### config.mk
export PLATFORM = sky130hd
export DESIGN_NAME = dsc_isqrt
export DESIGN_NICKNAME = d
export VERILOG_FILES = /design/src/rtl/dsc_isqrt.sv
export SDC_FILE = /design/constraint.sdc
export NUM_CORES = 2
export LEC_CHECK = 0
export BUFFER_PORTS_ARGS = -buffer_cell sky130_fd_sc_hd__buf_2
export CORE_MARGIN = 3
export CORE_UTILIZATION = 45
export DETAILED_ROUTE_END_ITERATION = 12
export GPL_TIMING_DRIVEN = 0
export SKIP_LAST_GASP = 1
export SYNTH_ARGS = -nofsm -noshare
export SYNTH_HDL_FRONTEND = slang
export SYNTH_SLANG_ARGS = --single-unit
### constraint.sdc
create_clock -name clk -period 6 [get_ports clk]
set_input_delay 1.8 -clock clk [delete_from_list [all_inputs] [get_ports clk]]
set_output_delay 1.8 -clock clk [all_outputs]
set_load 0.02 [all_outputs]
### src/rtl/dsc_isqrt.sv
// ----------------------------------------------------------------------------
// Pipelined integer square root
// Floor square root, one result bit per stage, with a carried side word.
// ----------------------------------------------------------------------------
`default_nettype none

module dsc_isqrt #(
  parameter int W  = 42,
  parameter int SW = 1
) (
  input  wire logic                          clk,
  input  wire logic                          rst,
  input  wire logic                          en,
  input  wire logic                          in_vld,
  input  wire logic [W-1:0]                  in_rad,
  input  wire logic [(SW>0 ? SW-1 : 0):0]    in_side,
  output logic                               out_vld,
  output logic [W/2-1:0]                     out_root,
  output logic [(SW>0 ? SW-1 : 0):0]         out_side
);

  localparam int S = W / 2;

  logic [S:0]   vld;
  logic [W-1:0] rad_q [0:S];
  logic [W-1:0] res_q [0:S];

  always_ff @(posedge clk) begin
    if (rst) begin
      vld <= '0;
    end else if (en) begin
      vld <= {vld[S-1:0], in_vld};
    end
  end

  always_ff @(posedge clk) begin
    if (en) begin
      rad_q[0] <= in_rad;
      res_q[0] <= '0;
    end
  end

  for (genvar k = 0; k < S; k++) begin : g_step
    logic [W-1:0] bitv;
    logic [W:0]   trial;
    logic         ge;
    assign bitv  = W'(1) << (W - 2 - 2 * k);
    assign trial = {1'b0, res_q[k]} + {1'b0, bitv};
    assign ge    = {1'b0, rad_q[k]} >= trial;
    always_ff @(posedge clk) begin
      if (en) begin
        rad_q[k+1] <= ge ? rad_q[k] - trial[W-1:0] : rad_q[k];
        res_q[k+1] <= ge ? (res_q[k] >> 1) + bitv : res_q[k] >> 1;
      end
    end
  end

  if (SW > 0) begin : g_side
    logic [SW-1:0] side_q [0:S];
    always_ff @(posedge clk) begin
      if (en) begin
        side_q[0] <= in_side;
        for (int i = 0; i < S; i++) begin
          side_q[i+1] <= side_q[i];
        end
      end
    end
    assign out_side = side_q[S];
  end else begin : g_noside
    assign out_side = '0;
  end

  assign out_vld  = vld[S];
  assign out_root = res_q[S][W/2-1:0];

endmodule

`default_nettype wire

# ---- After elaboration in Yosys (flattened, before gate mapping)
# Memory sizes are Yosys's and may differ from the RTL's.
# Index checks and enable logic that the tools add are counted.
dict set report word_totals {
  ff_bits 22
  ram_bits 1870
  in_bits 47
  output_inout_bits 23
  word_cells 132
  mem_count 3
}
dict set report classes {
  add_sub_neg 63
  n_lt_le_gt_ge 21
  mux 44
}
# memory words word_bits rd rd_clocked_by_memory_dff wr line_no
set mem_list {}
lappend mem_list {rad_q 22 42 21 0 22 25} ;# logic [W-1:0] rad_q [0:S];
lappend mem_list {res_q 22 42 22 0 22 26} ;# logic [W-1:0] res_q [0:S];
lappend mem_list {g_side.side_q 22 1 22 0 22 59} ;# logic [SW-1:0] side_q [0:S];
# operator n
set ops {}
lappend ops {{$mux W42} 42}
lappend ops {{$ge A42 B43 Y1} 21}
lappend ops {{$sub A42 B42 Y42} 21}
lappend ops {{$add A42 B1 Y43 const B} 1}
lappend ops {{$add A42 B11 Y43 const B} 1}
lappend ops {{$add A42 B13 Y43 const B} 1}
lappend ops {{$add A42 B15 Y43 const B} 1}
lappend ops {{$add A42 B17 Y43 const B} 1}
lappend ops {{$add A42 B19 Y43 const B} 1}
lappend ops {{$add A42 B21 Y43 const B} 1}
lappend ops {{$add A42 B23 Y43 const B} 1}
lappend ops {{$add A42 B25 Y43 const B} 1}
lappend ops {{$add A42 B27 Y43 const B} 1}
lappend ops {{$add A42 B29 Y43 const B} 1}
lappend ops {{$add A42 B3 Y43 const B} 1}
lappend ops {{$add A42 B31 Y43 const B} 1}
lappend ops {{$add A42 B33 Y43 const B} 1}
lappend ops {{$add A42 B35 Y43 const B} 1}
lappend ops {{$add A42 B37 Y43 const B} 1}
lappend ops {{$add A42 B39 Y43 const B} 1}
lappend ops {{$add A42 B41 Y43 const B} 1}
lappend ops {{$add A42 B5 Y43 const B} 1}
lappend ops {{$add A42 B7 Y43 const B} 1}
lappend ops {{$add A42 B9 Y43 const B} 1}
lappend ops {{22 further kinds} 23}

# ---- Longest topological paths before layout
# An unclocked memory read counts as a cell.
dict set report depth {
  depth_word 4
  ltp_mapped 13
  ltp_nobuf 10
}

# ---- Worst setup path before layout
# OpenSTA, ideal clock, no wires.
dict set report synth_timing {
  kind {register -> register}
  from {memory rad_q[14][14], in the netlist rad_q[1][266]}
  to {memory rad_q[15][21], in the netlist rad_q[1][315], data pin}
  setup_time_ns 0.260
  arrival_ns 2.792
  t_required_ns 5.740
  slack_ns 2.948
  stages_incl_launch_ff 10
  path_buffers 1
  synth_period_minus_slack_ns 3.052
  cell_sequence {edfxtp_1 ha_1 o21a_1 or4_1 a221o_1 a311oi_1 o21ai_0 a21oi_2 buf_4 mux2_2}
}
# item line_no
set synth_lines {}
lappend synth_lines {{from (decl)} 25}

==> reports/metrics.yaml <==
global_routing:
  grt_pass1_vias: 31920
  pin_count_of_the_biggest_net_entering_global_routing: 176
  antenna_found_initial: 0
  grt_remaining_overflow: 0
  wire_length_of_the_first_global_routing_pass_um: 174000
  global_route.usage.total_pct: 18.16
drt:
  initialDrtViolationCount: 1948
  detail-route-antenna-nets: 0
  detailedRoute.firstPassIterationCount: 6
  totalWireLength_um: 111100
  route.vias.total: 32130
  routed_wire_length_per_instance_um: 18.74
  drc: 0
  avgViaCountPerCell: 5.417
die:
  initial_core_utilization_pct: 45.70
  design.portCount: 70
  die_width_um: 350.7
  die_area_um2: 123000
  floorplan.die.height_um: 350.7
  placementRows: 125
  floorplan.core_area_um2: 117000
run:
  maxCapViolCount: 0
placed_design:
  portBuffers: 69
  hpwl_um: 82860
  gp_congestion: 0.9109
clock_tree:
  cts_resized: 0
  maximum_root_to_sink_buffer_count: 3
  cts_hold_bufs: 0
  htree_num_levels: 4
  cts-buffers-inserted: 130
  clock_root_buffer_master: "sky130_fd_sc_hd__clkbuf_16"
  clock_insertion_delay_worst_skew_ns: 0.74
  cts_sinks: 1157
  clkTransAtPathRegs_ns: 0.06
  cts_tree: "yes"
  post-cts-setup-buffer-count: 0
power_and_ir_drop:
  cell_internal_pwr_uw: 16460
  p_sw_uw: 5898
  share_comb_of_total_power_pct: 15.1
  total_power_uw: 22350
  switching_share_pct: 26.38
  leakagePower_uw: 0.02267
  ir_drop_uv: 282.1
  power.clock.fraction_pct: 37.1
  powerDensity_nw_per_um2: 369.7
  share_seq_of_total_power_pct: 47.8
yosys:
  biggest_area_contributors_in_the_synthesized_netlist: "sky130_fd_sc_hd__edfxtp_1 (64%), sky130_fd_sc_hd__ha_1 (5.8%), sky130_fd_sc_hd__xor2_1 (3.1%), sky130_fd_sc_hd__xnor2_1 (2.6%), sky130_fd_sc_hd__inv_1 (2.2%)"
  syn_avg_cell_area_um2: 13.06
  synth_seq_area_share_pct: 64.58
  post_synthesis_instance_area_um2: 53460
  asyncSetResetFlopFracSynth_pct: 0
  synth.largest_area_cell: "sky130_fd_sc_hd__edfxtp_1"
  yosysWarningCount: 0
  syn_inst: 4094
  post_synth_num_cell_types: 90
  synth_enable_flop_cells: 1135
  cell_with_the_most_instances_after_synthesis: "sky130_fd_sc_hd__edfxtp_1"
  synth_flop_cell: "sky130_fd_sc_hd__edfxtp_1"
  postSynthRegisterBits: 1157
  postSynthNetCount: 4389
  yosys-top-cells-count: "sky130_fd_sc_hd__edfxtp_1 (1,135), sky130_fd_sc_hd__inv_1 (309), sky130_fd_sc_hd__nand2_1 (269)"
  yosys.area.top_type_share_pct: 63.76
worst_setup_path:
  cp-end-kind: "flip-flop"
  cell_seen_most_often_among_critical_path_stages: "sky130_fd_sc_hd__clkbuf_1"
  r2r_end: "rad_q[1][111]"
  worst-endpoint-required_ns: 6.45
  start_kind: "flip-flop"
  reg2regPathDepth: 11
  crit_path_top_delay_cell: "sky130_fd_sc_hd__clkbuf_1"
  timing.critical_path.fanout_max: 10
  worst-setup-path-type: "reg -> reg"
  max_stage_delay_ns: 0.49
  critical_path.cell_chain: "ha_1, clkbuf_1, nand2_1, nor3_1, nand4_1, nor4_1, or4_1, nand3b_1, clkbuf_1, clkbuf_1, a21oi_1"
  r2r-start: "rad_q[1][74]"
  arrival_time_of_the_worst_setup_path_ns: 4.44
  regToRegSetupSlack_ns: 2.01
min_path:
  worst_min_delay_path_startpoint: "rad_q[0][36]"
  worst_hold_path_type: "reg -> reg"
  worstHoldEndpoint: "rad_q[0][78]"
  min_path_cells: 0
outcome:
  outcome: "finished clean"
sta:
  worst-slew-pin-transition_ns: 0.9829
  skew_ns: 0.02889
  drv_slew: 0
  fmax_mhz: 250.9
  final_min_period_over_clock_period_pct: 66.42
  final_critical_path_required_period_ns: 3.985
  grt_setup_unrepaired: "false"
  setup-violations-final: 0
  finalSetupTns_ns: 0
  slew_headroom_pct: 32.78
  hold-worst-slack_ns: 0.4129
  final_hold_viol_count: 0
cells_and_area:
  final_layout_size_suffix_gt1_share_pct: 8.464
  antennaDiodeCount: 0
  nets: 4597
  layout-area-overhead-vs-synth_pct: 13.10
[per-layer routing]
metal / wire [um] / track usage, %
met2: 59790 / 34.17
met3: 3428 / 2.707
met4: 4348 / 7.823
met1: 43560 / 20.30
met5: 0 / 0
[worst max-delay path by stage]
| stage | start | endpoint | cells past startpoint |
|---|---|---|---|
| after floorplan | rad_q[1][266] | rad_q[1][315] | 9 |
| after global placement | en | vld[9] | 5 |
| after detailed placement | en | res_q[2][213] | 4 |
| after CTS | res_q[1][74] | rad_q[1][107] | 12 |
| after global routing | res_q[1][74] | rad_q[1][107] | 12 |
| final | rad_q[1][74] | rad_q[1][111] | 11 |
[cells by family (layout without fill, tap and decap cells)]
group / after synthesis / in the layout / share of synthesized area, %
mux: 59 / 59 / 1.166
buf+inv: 377 / 690 / 2.745
flops: 1157 / 1157 / 64.58
simple gates: 1182 / 1182 / 11.56
fa+ha+maj: 248 / 248 / 5.804
xor+xnor: 346 / 346 / 5.669
compound gates: 725 / 725 / 8.480
[cells in the final DEF, fill, tap and decap left out, drive strengths merged, types with 15 or more instances in the layout]
master,synthesis,layout
or4,40,40
and2,15,15
clkinv,0,50
nand2b,48,48
nor3,119,119
dfxtp,22,22
a21o,78,78
a211oi,19,19
xor2,187,187
nor2b,29,29
buf,28,104
nand2,270,270
mux2i,33,33
and3,22,22
o21ai,213,213
xnor2,159,159
nand4,48,48
nor4b,17,17
or3,47,47
bufinv,0,21
nor2,242,242
clkbuf,39,192
mux2,26,26
nand3,69,69
nor4,135,135
o211ai,16,16
o21a,45,45
edfxtp,1135,1135
nor3b,17,17
a31oi,18,18
inv,310,315
ha,248,248
o31ai,23,23
a21oi,203,203
or2,22,22
[metrics by stage]
step | setup WS (ns) | util, % | area, um^2 | cells
detailed placement | 1.549 | 47.80 | 55920 | 5694
global route | 1.699 | 51.68 | 60460 | 5931
floorplan | 2.948 | - | 53460 | 4094
finish | 2.015 | 51.68 | 60460 | 5931
global placement | -14.37 | 47.62 | 55710 | 5687
CTS | 1.885 | 51.68 | 60460 | 5931
[flip-flops by register name, indices dropped and copies added, names as in the netlist]
name           count
res_q            231
g_side.side_q     22
rad_q            882
vld               22
[critical path: cells and delay by family (launching register included)]
family / cells / cell delay (ns)
AND/OR/NAND/NOR: 6 / 1.63
buffers and inverters: 3 / 1.18
adder cells (fa/ha/maj): 1 / 0.29
flip-flops: 1 / 0.40
AO/OA/AOI/OAI: 1 / 0.18
[cell type report]
cell class	count	area, um^2
plain buffers	67	304.0
clock buffers	153	3403
clock inverters	84	1137
fillers	9913	56530
inverters	310	1164
multi-input cells	2560	17470
flip-flops and latches	1157	34520
well taps	1524	1907
repair buffers	76	553.0
[power by group through the flow]
stage | combinational, uW | sequential [uW] | clock, uW
final | 3370 | 10700 | 8300
after global routing | 3770 | 10800 | 8860
after CTS | 3370 | 10700 | 8530
after detailed placement | 3350 | 10900 | 0
after global placement | 3300 | 11100 | 0
after floorplan | 2480 | 10600 | 0
Power figures use the tool's default switching activity.
