==> src/rtl/dsc_pkg.sv <==
// ----------------------------------------------------------------------------
// Doppler shift color package
// Shared widths, register indexes and fixed-point constants.
// ----------------------------------------------------------------------------
`default_nettype none

package dsc_pkg;

  parameter int VEL_W    = 16;
  parameter int OBS_V_W  = 13;
  parameter int OBS_Z_W  = 20;
  parameter int COLOR_W  = 13;
  parameter int FACTOR_W = 16;
  parameter int DOT_W    = 40;
  parameter int MAG_W    = 39;
  parameter int RAD_W    = 42;
  parameter int LEN_W    = 21;
  parameter int BETA_QW  = 12;
  parameter int RATIO_NW = 37;
  parameter int RATIO_QW = 32;
  parameter int CFG_IDX_W  = 2;
  parameter int CFG_DATA_W = 20;

  parameter logic [CFG_IDX_W-1:0] REG_OBS_VEL = 2'd0;
  parameter logic [CFG_IDX_W-1:0] REG_OBS_Z   = 2'd1;

  parameter logic signed [OBS_V_W-1:0] OBS_VEL_RESET = 13'sd0;
  parameter logic [OBS_Z_W-1:0]        OBS_Z_RESET   = 20'd81920;

  parameter int ONE_Q12    = 4096;
  parameter int BETA_LIMIT = 4055;

  parameter int SEG_VIOLET = 1024;
  parameter int SEG_BLUE   = 1638;
  parameter int SEG_CYAN   = 2252;
  parameter int SEG_GREEN  = 2457;
  parameter int SEG_YELLOW = 3072;

  parameter int RECIP3      = 43691;
  parameter int RECIP3_SHFT = 17;

  typedef enum logic [1:0] {
    QSEL_NONE,
    QSEL_GREEN,
    QSEL_BLUE
  } qsel_t;

endpackage

`default_nettype wire

==> src/rtl/dsc_color.sv <==
// ----------------------------------------------------------------------------
// Spectrum color mapper
// Wavelength clamp and six-segment piecewise-linear RGB in two stages.
// ----------------------------------------------------------------------------
`default_nettype none

module dsc_color (
  input  wire logic                              clk,
  input  wire logic                              rst,
  input  wire logic                              en,
  input  wire logic                              in_vld,
  input  wire logic [dsc_pkg::FACTOR_W-1:0]      factor,
  output logic                                   out_vld,
  output logic [dsc_pkg::COLOR_W-1:0]            red,
  output logic [dsc_pkg::COLOR_W-1:0]            green,
  output logic [dsc_pkg::COLOR_W-1:0]            blue,
  output logic [dsc_pkg::COLOR_W-1:0]            wavelength,
  output logic [dsc_pkg::FACTOR_W-1:0]           factor_out
);

  logic [1:0]          vld;
  logic [12:0]         w_next, w_a;
  logic [16:0]         w20;
  logic [12:0]         r_next, g_next, b_next, r_a, g_a, b_a;
  logic [13:0]         num_next, num_a;
  dsc_pkg::qsel_t      sel_next, sel_a;
  logic [15:0]         f_a;
  logic [29:0]         prod;
  logic [12:0]         quo;

  always_ff @(posedge clk) begin
    if (rst) begin
      vld <= '0;
    end else if (en) begin
      vld <= {vld[0], in_vld};
    end
  end

  always_comb begin
    w_next   = (factor[15:1] > 15'(dsc_pkg::ONE_Q12)) ? 13'(dsc_pkg::ONE_Q12)
                                                      : factor[13:1];
    w20      = 17'(w_next) * 17'd20;
    r_next   = '0;
    g_next   = '0;
    b_next   = '0;
    num_next = '0;
    sel_next = dsc_pkg::QSEL_NONE;
    if (w_next <= 13'(dsc_pkg::SEG_VIOLET)) begin
      r_next = 13'({w_next, 1'b0});
      b_next = 13'(14'd2048 + {w_next, 1'b0});
    end else if (w_next <= 13'(dsc_pkg::SEG_BLUE)) begin
      b_next   = 13'(dsc_pkg::ONE_Q12);
      num_next = 14'(w20 - 17'd20480);
      sel_next = dsc_pkg::QSEL_GREEN;
    end else if (w_next <= 13'(dsc_pkg::SEG_CYAN)) begin
      g_next   = 13'(dsc_pkg::ONE_Q12);
      num_next = 14'(17'd45056 - w20);
      sel_next = dsc_pkg::QSEL_BLUE;
    end else if (w_next <= 13'(dsc_pkg::SEG_GREEN)) begin
      r_next = 13'(w20 - 17'd45056);
      g_next = 13'(dsc_pkg::ONE_Q12);
    end else if (w_next <= 13'(dsc_pkg::SEG_YELLOW)) begin
      r_next   = 13'(dsc_pkg::ONE_Q12);
      num_next = 14'(17'd61440 - w20);
      sel_next = dsc_pkg::QSEL_GREEN;
    end else begin
      r_next = 13'(dsc_pkg::ONE_Q12);
    end
  end

  always_ff @(posedge clk) begin
    if (en) begin
      w_a   <= w_next;
      r_a   <= r_next;
      g_a   <= g_next;
      b_a   <= b_next;
      num_a <= num_next;
      sel_a <= sel_next;
      f_a   <= factor;
    end
  end

  assign prod = 30'(num_a) * 30'(dsc_pkg::RECIP3);
  assign quo  = prod[dsc_pkg::RECIP3_SHFT +: 13];

  always_ff @(posedge clk) begin
    if (en) begin
      red        <= r_a;
      wavelength <= w_a;
      factor_out <= f_a;
      case (sel_a)
        dsc_pkg::QSEL_GREEN: begin
          green <= quo;
          blue  <= b_a;
        end
        dsc_pkg::QSEL_BLUE: begin
          green <= g_a;
          blue  <= quo;
        end
        default: begin
          green <= g_a;
          blue  <= b_a;
        end
      endcase
    end
  end

  assign out_vld = vld[1];

endmodule

`default_nettype wire

==> config.mk <==
export PLATFORM = sky130hd
export DESIGN_NAME = dsc_color
export DESIGN_NICKNAME = d
export VERILOG_FILES = /design/src/rtl/dsc_pkg.sv /design/src/rtl/dsc_color.sv
export SDC_FILE = /design/constraint.sdc
export NUM_CORES = 1
export LEC_CHECK = 0
export BUFFER_PORTS_ARGS = -buffer_cell sky130_fd_sc_hd__buf_4
export CAP_MARGIN = 40
export CORE_MARGIN = 3
export CORE_UTILIZATION = 55
export DETAILED_ROUTE_END_ITERATION = 6
export PLACE_DENSITY = 0.76
export SLEW_MARGIN = 20
export SYNTH_ARGS = -nofsm -noshare
export SYNTH_HDL_FRONTEND = slang
export SYNTH_SLANG_ARGS = --single-unit
==> constraint.sdc <==
create_clock -name clk -period 7.1 [get_ports clk]
set_input_delay 0.71 -clock clk [delete_from_list [all_inputs] [get_ports clk]]
set_output_delay 0.71 -clock clk [all_outputs]
set_load 0.02 [all_outputs]
### Word level (Yosys, flattened, before mapping)

Index checks and enable logic that the tools add are counted.

* $add $sub $neg: 5
* multiply operators: 2
* $lt $le $gt $ge: 6
* equal/unequal tests: 2
* muxes and demuxes: 19
* bitwise operators: 1
* reductions and logical operators: 3

Operators with widths (number)
* two-way mux 13 bit: 11
* two-way mux 14 bit: 4
* less-or-equal comparator 13 x 12 -> 1 bit, second input constant: 3
* multiplier 14 x 16 -> 30 bit, second input constant: 1
* subtractor 14 bit, first input constant: 2
* less-or-equal comparator 13 x 11 -> 1 bit, second input constant: 2
* > comparator 15 x 13 -> 1 bit, second input constant: 1
* subtractor 14 x 13 -> 14 bit, second input constant: 1
* adder 12 x 13 -> 13 bit, first input constant: 1
* multiplier 13 x 3 -> 12 bit, second input constant: 1
* subtractor 13 bit, second input constant: 1
* OR reduction 4 bit: 1
* two-way mux 1 bit: 3
* OR reduction 3 bit: 1
* equality test 2 x 1 -> 1 bit, second input constant: 1
* equality test 2 bit, second input constant: 1
* two-way mux 2 bit: 1
* OR reduction 2 bit: 1
* NOT 1 bit: 1

* bits in registers: 154
* bits of input ports: 20
* output and inout bits: 69
* word-level logic and storage cells: 54

### Depth between registers and ports, before layout

Gate-level depths: netlist of run 1.

* depth in word-level cells: 8
* mapped depth: 18
* depth with buffers taken out: 18

### Worst setup path after synthesis of run 1

OpenSTA, ideal clock, no wires.

* path type: register to register
* from: register num_a[10]
* to: register blue[8] in the netlist's numbering, data pin
* arrival time: 5.261 ns
* required time: 6.833 ns
* setup slack: 1.572 ns
* stages on the path, launching flop included: 18
* clock period less this slack: 5.528 ns
* cell sequence: edfxtp_1 > ha_1 > inv_1 > fa_1 > inv_1 > fa_1 > inv_1 > fa_1 > fa_1 > inv_1 > ha_1 > ha_1 > a211o_1 > a2111oi_0 > nor2_1 > a221oi_1 > xor2_1 > o21ai_0

* word-level cells in the longest chain between the ends: 2

Ends and longest elaborated chain
* start: declaration: RTL line dsc_color.sv:25 `logic [13:0] num_next, num_a;`
* start signal: assignment: RTL line dsc_color.sv:77 `num_a <= num_next;`
* multiplier 14 x 16 -> 30 bit: RTL line dsc_color.sv:83 `assign prod = 30'(num_a) * 30'(dsc_pkg::RECIP3);`
* two-way mux 13 bit: RTL line dsc_color.sv:91 `case (sel_a)`
* end signal: assignment: RTL line dsc_color.sv:98 `blue <= quo;`
* end: declaration: RTL line dsc_color.sv:16 `output logic [dsc_pkg::COLOR_W-1:0] blue,`

Every way passes these cells.
A chain may end at the register's enable or synchronous reset.

### Final worst setup path of run 1

* from: register num_a[10]
* to: register blue[9] in the netlist's numbering, data pin

Same word-level chain as after synthesis.

==> results.md, run 1 <==
* Sequential fraction of the synthesis area at 46.4%
* Mapped Cells at 717
* Vias in the first global route at 5997
* Skew-Pair Late Insertion Delay at 0.42 ns
* Worst Path Arrival at 5.91 ns
* Final setup viols at 0
* Via/cell ratio at 5.64
* Routability cong. at 0.895
* Largest family of logic cells by synthesized area: adder cells
* EDFF count, synth at 134
* Share of layout cells above drive strength 1 at 16.2%
* Vias at 5865
* DP HPWL at 14.3 mm
* Worst vdd ir at 270 uV
* Clk sinks at 136
* Maxcap violations at 0
* Die width at 132 microns
* Clk pin slew, worst setup/hold paths at 0.06 ns
* Main flop type after synthesis: edfxtp_1
* Core Rows at 45
* Synth cell types at 60
* Non-filler cells, final at 1040
* Number of DRC markers after the initial detailed-route iteration at 530
* Syn nets at 899
* Largest net degree at the start of global routing at 67
* Port bufs at 87
* Pleak at 0.00470 uW
* Asr flop ratio synth at 0%
* Clock root buffer: clkbuf_16
* Initial Utilization at 57.0%
* Worst EP required at 7.26 ns
* Post-Synth Adder-Cell Area at 27.3%
* Tightest Pin Transition at 0.820 ns
* Hold-fix buffer count after cts at 0
* Synth Area in XOR/XNOR at 2.60%
* Die Y at 132 microns
* Shortest period the worst path allows at 5.74 ns
* HP Class: reg2reg
* RSZ-0062 raised after global routing: false
* Rel. slew slack at 44.7%
* Initial antenna violation count at 0
* Syn Area/Cell at 12.2 sq um
* TritonCTS clock tree: done
* Critical path class: reg2reg
* Post-CTS resize count at 0
* Total Routing Usage GR at 22.1%
* Multiplexer share of the synthesized area at 0.343%
* Final Max Slew Viols at 0
* Routed length per instance at 17.8 microns
* Full die area at 17500 sq um
* Compound-Gate Fraction of Synth Area at 9.70%
* Ys Warns at 0
* DR pass1 iterations at 5
* Setup repair bufs after CTS at 0
* Kind of end point of the critical path: flip-flop
* Outcome: finished, final reports clean
* Area Overhead vs Synth at 17.3%
* Seq cells post-synth at 136
* N_diodes at 0
* Placed cells at 1007
* Final setup TNS at 0 ns
* Total Wirelength at 18.5 mm
* Hold_sp: r_a[11]
* Worst Path Max Fanout at 7
* Crit start category: flip-flop
* CTS H-Tree Depth at 4
* Clk_skew at 0.00791 ns
* I/O pin total at 89
* Setup crit start: num_a[10]
* Achievable frequency at 174 MHz
* Final hold vios at 0
* First-pass GRT wire length at 30.5 mm
* Mapped Area at 8750 sq um
* Synth Area in Simple Gates at 9.03%
* Cts bufs inserted at 17
* Final period utilization at 80.9%
* Core area at 15400 sq um
* Post-route ant nets at 0
* DRC viols at 0
* Final nets at 998
* Reg-to-reg startpoint: num_a[10]
* Placed inst area at 9680 sq um
* Power density cells at 415 nW/um^2
* Design area at 10300 sq um
* Clk buf depth at 2
* Overflow after GRT at 0
-- layer usage --
layer	wire, microns	GRT usage, %	part of all wire (%)	vias to the layer above
met4	362	7.82	2.0	0
met3	867	5.15	4.7	32
met1	8300	29.1	45	2862
li1	-	-	-	2771
met2	8990	36.1	49	200
met5	0	0	0	-
-- final cells by class --
| cell class | instances | area, sq um |
|---|---|---|
| Multi-Input combinational cell | 475 | 4290 |
| Fill cell | 1136 | 5100 |
| Tap cell | 211 | 264 |
| Clock buffer | 19 | 433 |
| Sequential cell | 136 | 4060 |
| Clock inverter | 13 | 143 |
| Timing Repair Buffer | 94 | 733 |
| Inverter | 92 | 345 |
-- logic make-up (layout without fill, tap and decap cells) --
logic type,after synthesis,in the layout
adders and majority gates,162,162
xor gates and xnor gates,26,26
buffers and inverters,106,218
other,1,1
and+or+nand+nor,162,162
AOI/OAI and AO/OA,121,121
DFF,136,136
muxes,3,3
-- through the flow --
stage	power, uW	hold slack [ns]	setup slack [ns]	utilization (%)
final	4260	0.412	1.36	66.8
after global routing	4650	0.419	1.09	66.8
after CTS	4300	0.416	1.36	66.7
after detailed placement	3400	0.406	1.37	63.0
after global placement	3370	0.401	1.50	62.8
after floorplan	2770	0.400	1.57	-
-- registers in the layout, indices dropped and copies added, names as in the netlist --
register / count
b_a: 12
blue: 13
f_a: 16
factor_out: 16
g_a: 1
green: 13
num_a: 12
r_a: 11
red: 12
sel_a: 2
vld: 2
w_a: 13
wavelength: 13
-- worst max-delay path: stages (launching register included) --
cell,delay (ns)
edfxtp_1,0.47
ha_1,0.36
inv_1,0.08
fa_1,0.48
inv_1,0.09
fa_1,0.45
inv_1,0.15
fa_1,0.43
fa_1,0.54
inv_1,0.04
ha_1,0.29
ha_1,0.37
a211o_1,0.31
a2111oi_0,0.42
buf_4,0.23
nor3_1,0.06
a211o_1,0.35
xnor2_1,0.26
o21ai_0,0.11
-- cells in the mapped netlist, types with 3 or more instances --
cell | n | area [sq um]
o31ai_1 | 6 | 45.0
or4_1 | 3 | 22.5
a21o_1 | 21 | 158
a211oi_1 | 6 | 45.0
or3_1 | 6 | 37.5
nand3_1 | 6 | 30.0
nor2_1 | 52 | 195
clkbuf_1 | 13 | 48.8
and3_1 | 3 | 18.8
nand2_1 | 40 | 150
fa_1 | 48 | 961
mux2i_1 | 3 | 30.0
and2_1 | 14 | 87.6
ha_1 | 114 | 1430
edfxtp_1 | 134 | 4020
xor2_1 | 11 | 96.3
o21a_1 | 6 | 45.0
nand4_1 | 8 | 50.1
nor2b_1 | 3 | 18.8
inv_1 | 92 | 345
xnor2_1 | 15 | 131
nor3_1 | 11 | 55.1
a21oi_1 | 20 | 100
o21ai_0 | 28 | 140
nand2b_1 | 3 | 18.8
-- cells in the final DEF (no fill, tap or decap), types with 3 or more instances in the layout --
| cell type | count |
|---|---|
| a211oi_1 | 6 |
| a21o_1 | 21 |
| a21oi_1 | 20 |
| and2_1 | 14 |
| and3_1 | 3 |
| buf_4 | 92 |
| clkbuf_16 | 17 |
| clkinv_2 | 3 |
| edfxtp_1 | 134 |
| fa_1 | 48 |
| ha_1 | 114 |
| inv_1 | 92 |
| inv_6 | 4 |
| mux2i_1 | 3 |
| nand2_1 | 40 |
| nand2b_1 | 3 |
| nand3_1 | 6 |
| nand4_1 | 8 |
| nor2_1 | 52 |
| nor2b_1 | 3 |
| nor3_1 | 11 |
| o21a_1 | 6 |
| o21ai_0 | 28 |
| o31ai_1 | 6 |
| or3_1 | 6 |
| or4_1 | 3 |
| xnor2_1 | 15 |
| xor2_1 | 11 |
-- power by group --
part	internal (uW)	switching (uW)	total (uW)
Sequential	1010	32.2	1050
Clock	520	344	863
Combinational	971	1380	2350
-- worst paths after layout --
kind | endpoint | slack [ns] | cells past startpoint
setup / recovery | blue[9] | 1.36 | 18
hold / removal | red[11] | 0.41 | 0
setup reg to reg | blue[9] | 1.36 | 18
hold reg to reg | red[11] | 0.41 | 0
Power figures use the tool's default switching activity.
==> run 2: changes to the inputs <==
Clock period 7.1 ns to 5.8 ns, I/O delays scaled along.
==> run 2 against run 1 <==
Against the previous run:
- via count down 0.56%
- highest routed layer unchanged
- global-route usage down 0.63 points
- largest cell class unchanged
- sequential power up 22%
- clock skew down 0.0020 ns
- core utilization unchanged
- final cell count about the same
- flip-flop and latch count unchanged
- critical path type unchanged
==> results.md, run 2 (synthesis results as in run 1) <==
* Area Overhead vs Synth at 17.3% (unchanged)
* Via/cell ratio at 5.61 (-0.47%)
* Clk buf depth at 2 (unchanged)
* Reg-to-reg slack, setup at 0.29 ns (-1.06 ns)
* Final setup viols at 0 (unchanged)
* Maxcap violations at 0 (unchanged)
* Largest net degree at the start of global routing at 74 (+10%)
* Cell Chain, Critical Path: ha_1, inv_1, fa_1, inv_1, fa_1, fa_1, fa_1, ha_1, ha_1, a21o_1, a21o_1, a2111oi_0, o211a_1, o21a_1, or4_1, nand3_1
* Skew-Pair Late Insertion Delay at 0.41 ns (about the same)
* Pleak at 0.00469 uW (-0.31%)
* Worst Path Max Fanout at 5 (-2)
* Critical path class: reg2reg
* Setup crit start: num_a[10]
* Clock root buffer: clkbuf_16
* Routability cong. at 0.915 (+2.2%)
* CP max stage cell: fa_1
* Crit start category: flip-flop
* Routed length per instance at 17.7 microns (-0.77%)
* Worst EP required at 5.95 ns (-1.31 ns)
* Cell family with most CP delay: adder cells
* TritonCTS clock tree: done
* Total Routing Usage GR at 21.4% (-0.63 points)
* R2R cell count at 16 (-2)
* Core area at 15400 sq um (unchanged)
* Final nets at 998 (unchanged)
* Vias in the first global route at 5817 (-3.0%)
* Slowest Stage Delay on Critical Path at 0.60 ns (+0.06 ns)
* Port bufs at 87 (unchanged)
* Fillcell total at 1147 (+0.97%)
* Tightest Pin Transition at 0.830 ns (+0.00968 ns)
* CTS H-Tree Depth at 4 (unchanged)
* Power density cells at 512 nW/um^2 (+23%)
* Core Rows at 45 (unchanged)
* Overflow after GRT at 0 (unchanged)
* Total Power at 5260 uW (+23%)
* Share of layout cells above drive strength 1 at 16.7% (+0.50 points)
* Die width at 132 microns (unchanged)
* Total Wirelength at 18.4 mm (-0.86%)
* Most frequent cells in the layout: 134 x edfxtp_1, 113 x ha_1, 92 x inv_1, 92 x buf_4, 52 x nor2_1
* Post-CTS resize count at 0 (unchanged)
* Setup repair bufs after CTS at 0 (unchanged)
* Clk pin slew, worst setup/hold paths at 0.06 ns (about the same)
* Final setup TNS at 0 ns (unchanged)
* Number of DRC markers after the initial detailed-route iteration at 439 (-17%)
* Cts bufs inserted at 17 (unchanged)
* Initial Utilization at 57.0% (unchanged)
* CP most frequent cell: fa_1
* Worst Path Arrival at 5.65 ns (-0.26 ns)
* Worst path depth at 16 (-2)
* Clk sinks at 136 (unchanged)
* Kind of end point of the critical path: flip-flop
* Final hold vios at 0 (unchanged)
* I/O pin total at 89 (unchanged)
* Achievable frequency at 182 MHz (+4.3%)
* Outcome: finished, final reports clean
* Critical Path End: blue[11]
* Post-route ant nets at 0 (unchanged)
* Worst R2R End: blue[11]
* Shortest period the worst path allows at 5.51 ns (-0.238 ns)
* N_diodes at 0 (unchanged)
* Hold-fix buffer count after cts at 0 (unchanged)
* Die Y at 132 microns (unchanged)
* First-pass GRT wire length at 29.5 mm (-3.1%)
* Initial antenna violation count at 0 (unchanged)
* Clk_skew at 0.00593 ns (-0.00198 ns)
* Biggest registers after layout: f_a: 16 flops, factor_out: 16 flops
* Number of buffers and inverters on the critical path at 2 (-3)
* Final Max Slew Viols at 0 (unchanged)
* Final period utilization at 94.9% (+14 points)
* RSZ-0062 raised after global routing: false
* Full die area at 17500 sq um (unchanged)
* DP HPWL at 14.1 mm (-1.1%)
* Worst vdd ir at 326 uV (+21%)
* Reg-to-reg startpoint: num_a[10]
* Rel. slew slack at 44.1% (-0.65 points)
* DR pass1 iterations at 6 (+1)
* Post-Place Worst Slack at -0.0189 ns (-1.39 ns)
* Most common cell after layout, fill and taps aside: edfxtp_1
* DRC viols at 0 (unchanged)
* Fin worst setup slack at 0.294 ns (-1.06 ns)
* HP Class: in2reg
* Vias at 5832 (-0.56%)
==> run 2: cell count changes in the layout (fill, tap and decap cells not counted), sizes merged <==
cell	delta
bufinv	-1
inv	+1
clkbuf	-2
clkinvlp	+1
==> run 2: per-layer routing <==
layer	global-route usage (%)	routed length (microns)
met3	3.89	853
met5	0	0
met4	6.36	369
met1	28.0	7880
met2	36.8	9260
==> run 2: stage by stage <==
step	hold WS (ns)	area [sq um]	utilization, %	cells
final	0.328	10300	66.8	1039
after global routing	0.318	10300	66.8	1039
after CTS	0.316	10200	66.4	1037
after detailed placement	0.405	9650	62.8	1006
after global placement	0.401	9650	62.8	1006
after floorplan	0.400	8750	-	717
==> run 2: worst register-to-register path, cell delays in order, from the launching register on <==
cell and delay (ns):
edfxtp_1 0.44, ha_1 0.33, inv_1 0.08, fa_1 0.48, inv_1 0.09, fa_1 0.59
fa_1 0.60, fa_1 0.42, ha_1 0.31, ha_1 0.37, a21o_1 0.18, a21o_1 0.18
a2111oi_0 0.41, o211a_1 0.27, o21a_1 0.25, or4_1 0.15, nand3_1 0.10
==> run 2: worst min path at each step <==
stage	startpoint	endpoint	slack [ns]	cells past startpoint
6_report	rst	vld[0]	0.33	2
5_1_grt	rst	vld[0]	0.32	2
4_1_cts	rst	vld[0]	0.32	2
3_5_place_dp	f_a[9]	factor_out[9]	0.40	0
3_3_place_gp	f_a[5]	factor_out[5]	0.40	0
2_1_floorplan	f_a[0]	factor_out[0]	0.40	0
==> run 2: report_power, final <==
part,total (uW),internal [uW],leakage (uW),switching [uW]
registers,1280,1240,0.00133,39.1
clock network,1000,589,0.000261,411
logic,2980,1230,0.00310,1750
==> run 2: cell type report <==
cell class	instances	area (sq um)	share of cell area, %
Sequential cell	136	4060	39.6
Clock buffer	17	425	4.14
Clock inverter	14	124	1.21
Inverter	92	345	3.36
Timing Repair Buffer	94	729	7.10
Multi-Input combinational cell	475	4320	42.1
Tap cell	211	264	2.57
==> run 3: changes to the inputs <==
Settings changed: CAP_MARGIN 40 to 20, GPL_TIMING_DRIVEN set to 0, PLACE_DENSITY 0.76 to 0.83.
==> run 3 against run 2 <==
Against the previous run:
- via count is 0.57% higher
- flip-flop and latch count stayed put
- clock skew increased by 0.012 ns
- routed wire length down 2.4%
- count of clock-buffer cells in the layout grew 1
- setup slack worse by 0.075 ns
- fmax shrank 1.3%
- combinational power is essentially flat
- sequential power is essentially flat
- first-iteration DRC count up 43%
- register-to-register slack worse by 0.08 ns
- non-clock buffer count is 10 higher
- critical endpoint is now green[11]
- largest cell class unchanged
- highest routed layer unchanged
==> results.md, run 3 (synthesis results as in run 1) <==
* Cts bufs inserted at 17 (unchanged)
* Area Overhead vs Synth at 18.6%
* Vias in the first global route at 5874 (+0.98%)
* Shortest period the worst path allows at 5.58 ns (+0.0753 ns)
* Final period utilization at 96.2% (+1.3 points)
* Clk_skew at 0.0181 ns (+0.0121 ns)
* Fillcell total at 1072 (-6.5%)
* Final setup TNS at 0 ns (unchanged)
* Final setup viols at 0 (unchanged)
* DR pass1 iterations at 6 (unchanged)
* N_diodes at 0 (unchanged)
* Met2 Routed Length at 8.67 mm (-6.3%)
* Crit start category: flip-flop
* Most common cell after layout, fill and taps aside: edfxtp_1
* Kind of end point of the critical path: flip-flop
* Met3 wire length at 1.26 mm (+47%)
* Full die area at 17500 sq um (unchanged)
* Overflow after GRT at 0 (unchanged)
* Core area at 15400 sq um (unchanged)
* Number of DRC markers after the initial detailed-route iteration at 628 (+43%)
* Clk sinks at 136 (unchanged)
* Share of layout cells above drive strength 1 at 16.5% (-0.20 points)
* Routed length per instance at 17.1 microns (-3.3%)
* Design area at 10400 sq um (+1.1%)
* CTS H-Tree Depth at 4 (unchanged)
* Port bufs at 87 (unchanged)
* Largest net degree at the start of global routing at 89 (+20%)
* Final Max Slew Viols at 0 (unchanged)
* HP Class: in2reg
* Via/cell ratio at 5.59 (-0.39%)
* Die Y at 132 microns (unchanged)
* Top Metal Used: met4
* Achievable frequency at 179 MHz (-1.3%)
* Tightest Pin Transition at 0.728 ns (-0.102 ns)
* Final hold vios at 0 (unchanged)
* DP HPWL at 13.3 mm (-5.6%)
* R2R cell count at 16 (unchanged)
* Clk pin slew, worst setup/hold paths at 0.06 ns (about the same)
* Worst vdd ir at 374 uV (+15%)
* Final nets at 1008 (+1.0%)
* WHS Path Cells at 2 (unchanged)
* TritonCTS clock tree: done
* Vias at 5865 (+0.57%)
* Clk buf depth at 2 (unchanged)
* Hold-fix buffer count after cts at 0 (unchanged)
* Power density cells at 519 nW/um^2 (+1.2%)
* Fin worst setup slack at 0.219 ns (-0.0753 ns)
* Initial Utilization at 57.0% (unchanged)
* Post-route ant nets at 0 (unchanged)
* Maxcap violations at 0 (unchanged)
* Critical path class: reg2reg
* First-pass GRT wire length at 29.5 mm (unchanged)
* Worst Path Max Fanout at 6 (+1)
* Placed inst area at 9700 sq um (+0.53%)
* Total Routing Usage GR at 21.4% (-0.033 points)
* DRC viols at 0 (unchanged)
* Clock root buffer: clkbuf_16
* Most frequent cells in the layout: 134 x edfxtp_1, 113 x ha_1, 92 x inv_1
* Die width at 132 microns (unchanged)
* WL met1 at 7.55 mm (-4.2%)
* I/O pin total at 89 (unchanged)
* Total Wirelength at 17.9 mm (-2.4%)
* Post-Place Worst Slack at -0.279 ns (-0.260 ns)
* Core Rows at 45 (unchanged)
* Rel. slew slack at 50.9% (+6.9 points)
* Pleak at 0.00472 uW (+0.74%)
* Routability cong. at 0.931 (+1.8%)
* Worst Path Arrival at 5.88 ns (+0.23 ns)
* Worst EP required at 6.10 ns (+0.15 ns)
* Util after Layout at 67.5% (+0.72 points)
* Biggest registers after layout: f_a: 16 flops, factor_out: 16 flops
* Initial antenna violation count at 0 (unchanged)
* Skew-Pair Late Insertion Delay at 0.43 ns (+0.02 ns)
* Outcome: finished, final reports clean
run 3: cell types whose count changed in the layout (fill, tap and decap cells not counted), moves of 2 or more:
cell / before / now
inv_6: 4 / 2
bufinv_16: 1 / 4
buf_4: 92 / 89
clkbuf_1: 0 / 14
run 3: layer usage:
metal | up-vias | track usage (%)
li1 | 2786 | -
met1 | 2789 | 27.6
met2 | 237 | 35.7
met3 | 53 | 5.61
met4 | 0 | 6.59
met5 | - | 0
run 3: layout make-up:
class	instances	area, sq um	share of cell area (%)
Buffer	14	56.3	0.542
Clock buffer	18	429	4.13
Clock inverter	13	178	1.71
Inverter	92	345	3.33
Multi-Input combinational cell	475	4350	41.9
Sequential cell	136	4060	39.1
Tap cell	211	264	2.54
Timing Repair Buffer	90	699	6.74
run 3: where the power goes:
part / internal (uW) / switching [uW]
combinational: 1230 / 1750
sequential: 1240 / 38.3
clock: 713 / 407
total: 3190 / 2200
run 3: path summary, 6_finish.rpt:
check / from / end / slack [ns]
setup / recovery: num_a[13] / green[11] / 0.22
hold / removal: rst / vld[0] / 0.31
setup reg to reg: num_a[13] / green[11] / 0.22
hold reg to reg: f_a[15] / factor_out[15] / 0.41
run 3: what timing repair did:
item,in CTS,in global routing
pin swaps,0,2
cloned,0,0
hold endpoints to repair,0,0
setup endpoints to repair,14,15
resized for setup,2,11
setup buffers,0,2
run 3: critical path, cell delays in order (launching register included):
cell and delay [ns]:
edfxtp_1 0.46, ha_1 0.38, ha_1 0.36, inv_1 0.11, fa_1 0.65, inv_1 0.08
fa_1 0.46, fa_1 0.50, ha_1 0.32, ha_1 0.42, nand3_1 0.21, nor3_2 0.24
nand3_1 0.13, o211a_1 0.24, o21a_1 0.27, or4_1 0.53, nand3b_1 0.10
run 3: stage by stage:
stage | total power, uW | hold WS, ns | cells
after floorplan | 3390 | 0.400 | 717
after global placement | 4020 | 0.401 | 1015
after detailed placement | 4100 | 0.405 | 1016
after CTS | 5300 | 0.308 | 1047
after global routing | 5840 | 0.308 | 1049
final | 5390 | 0.311 | 1049
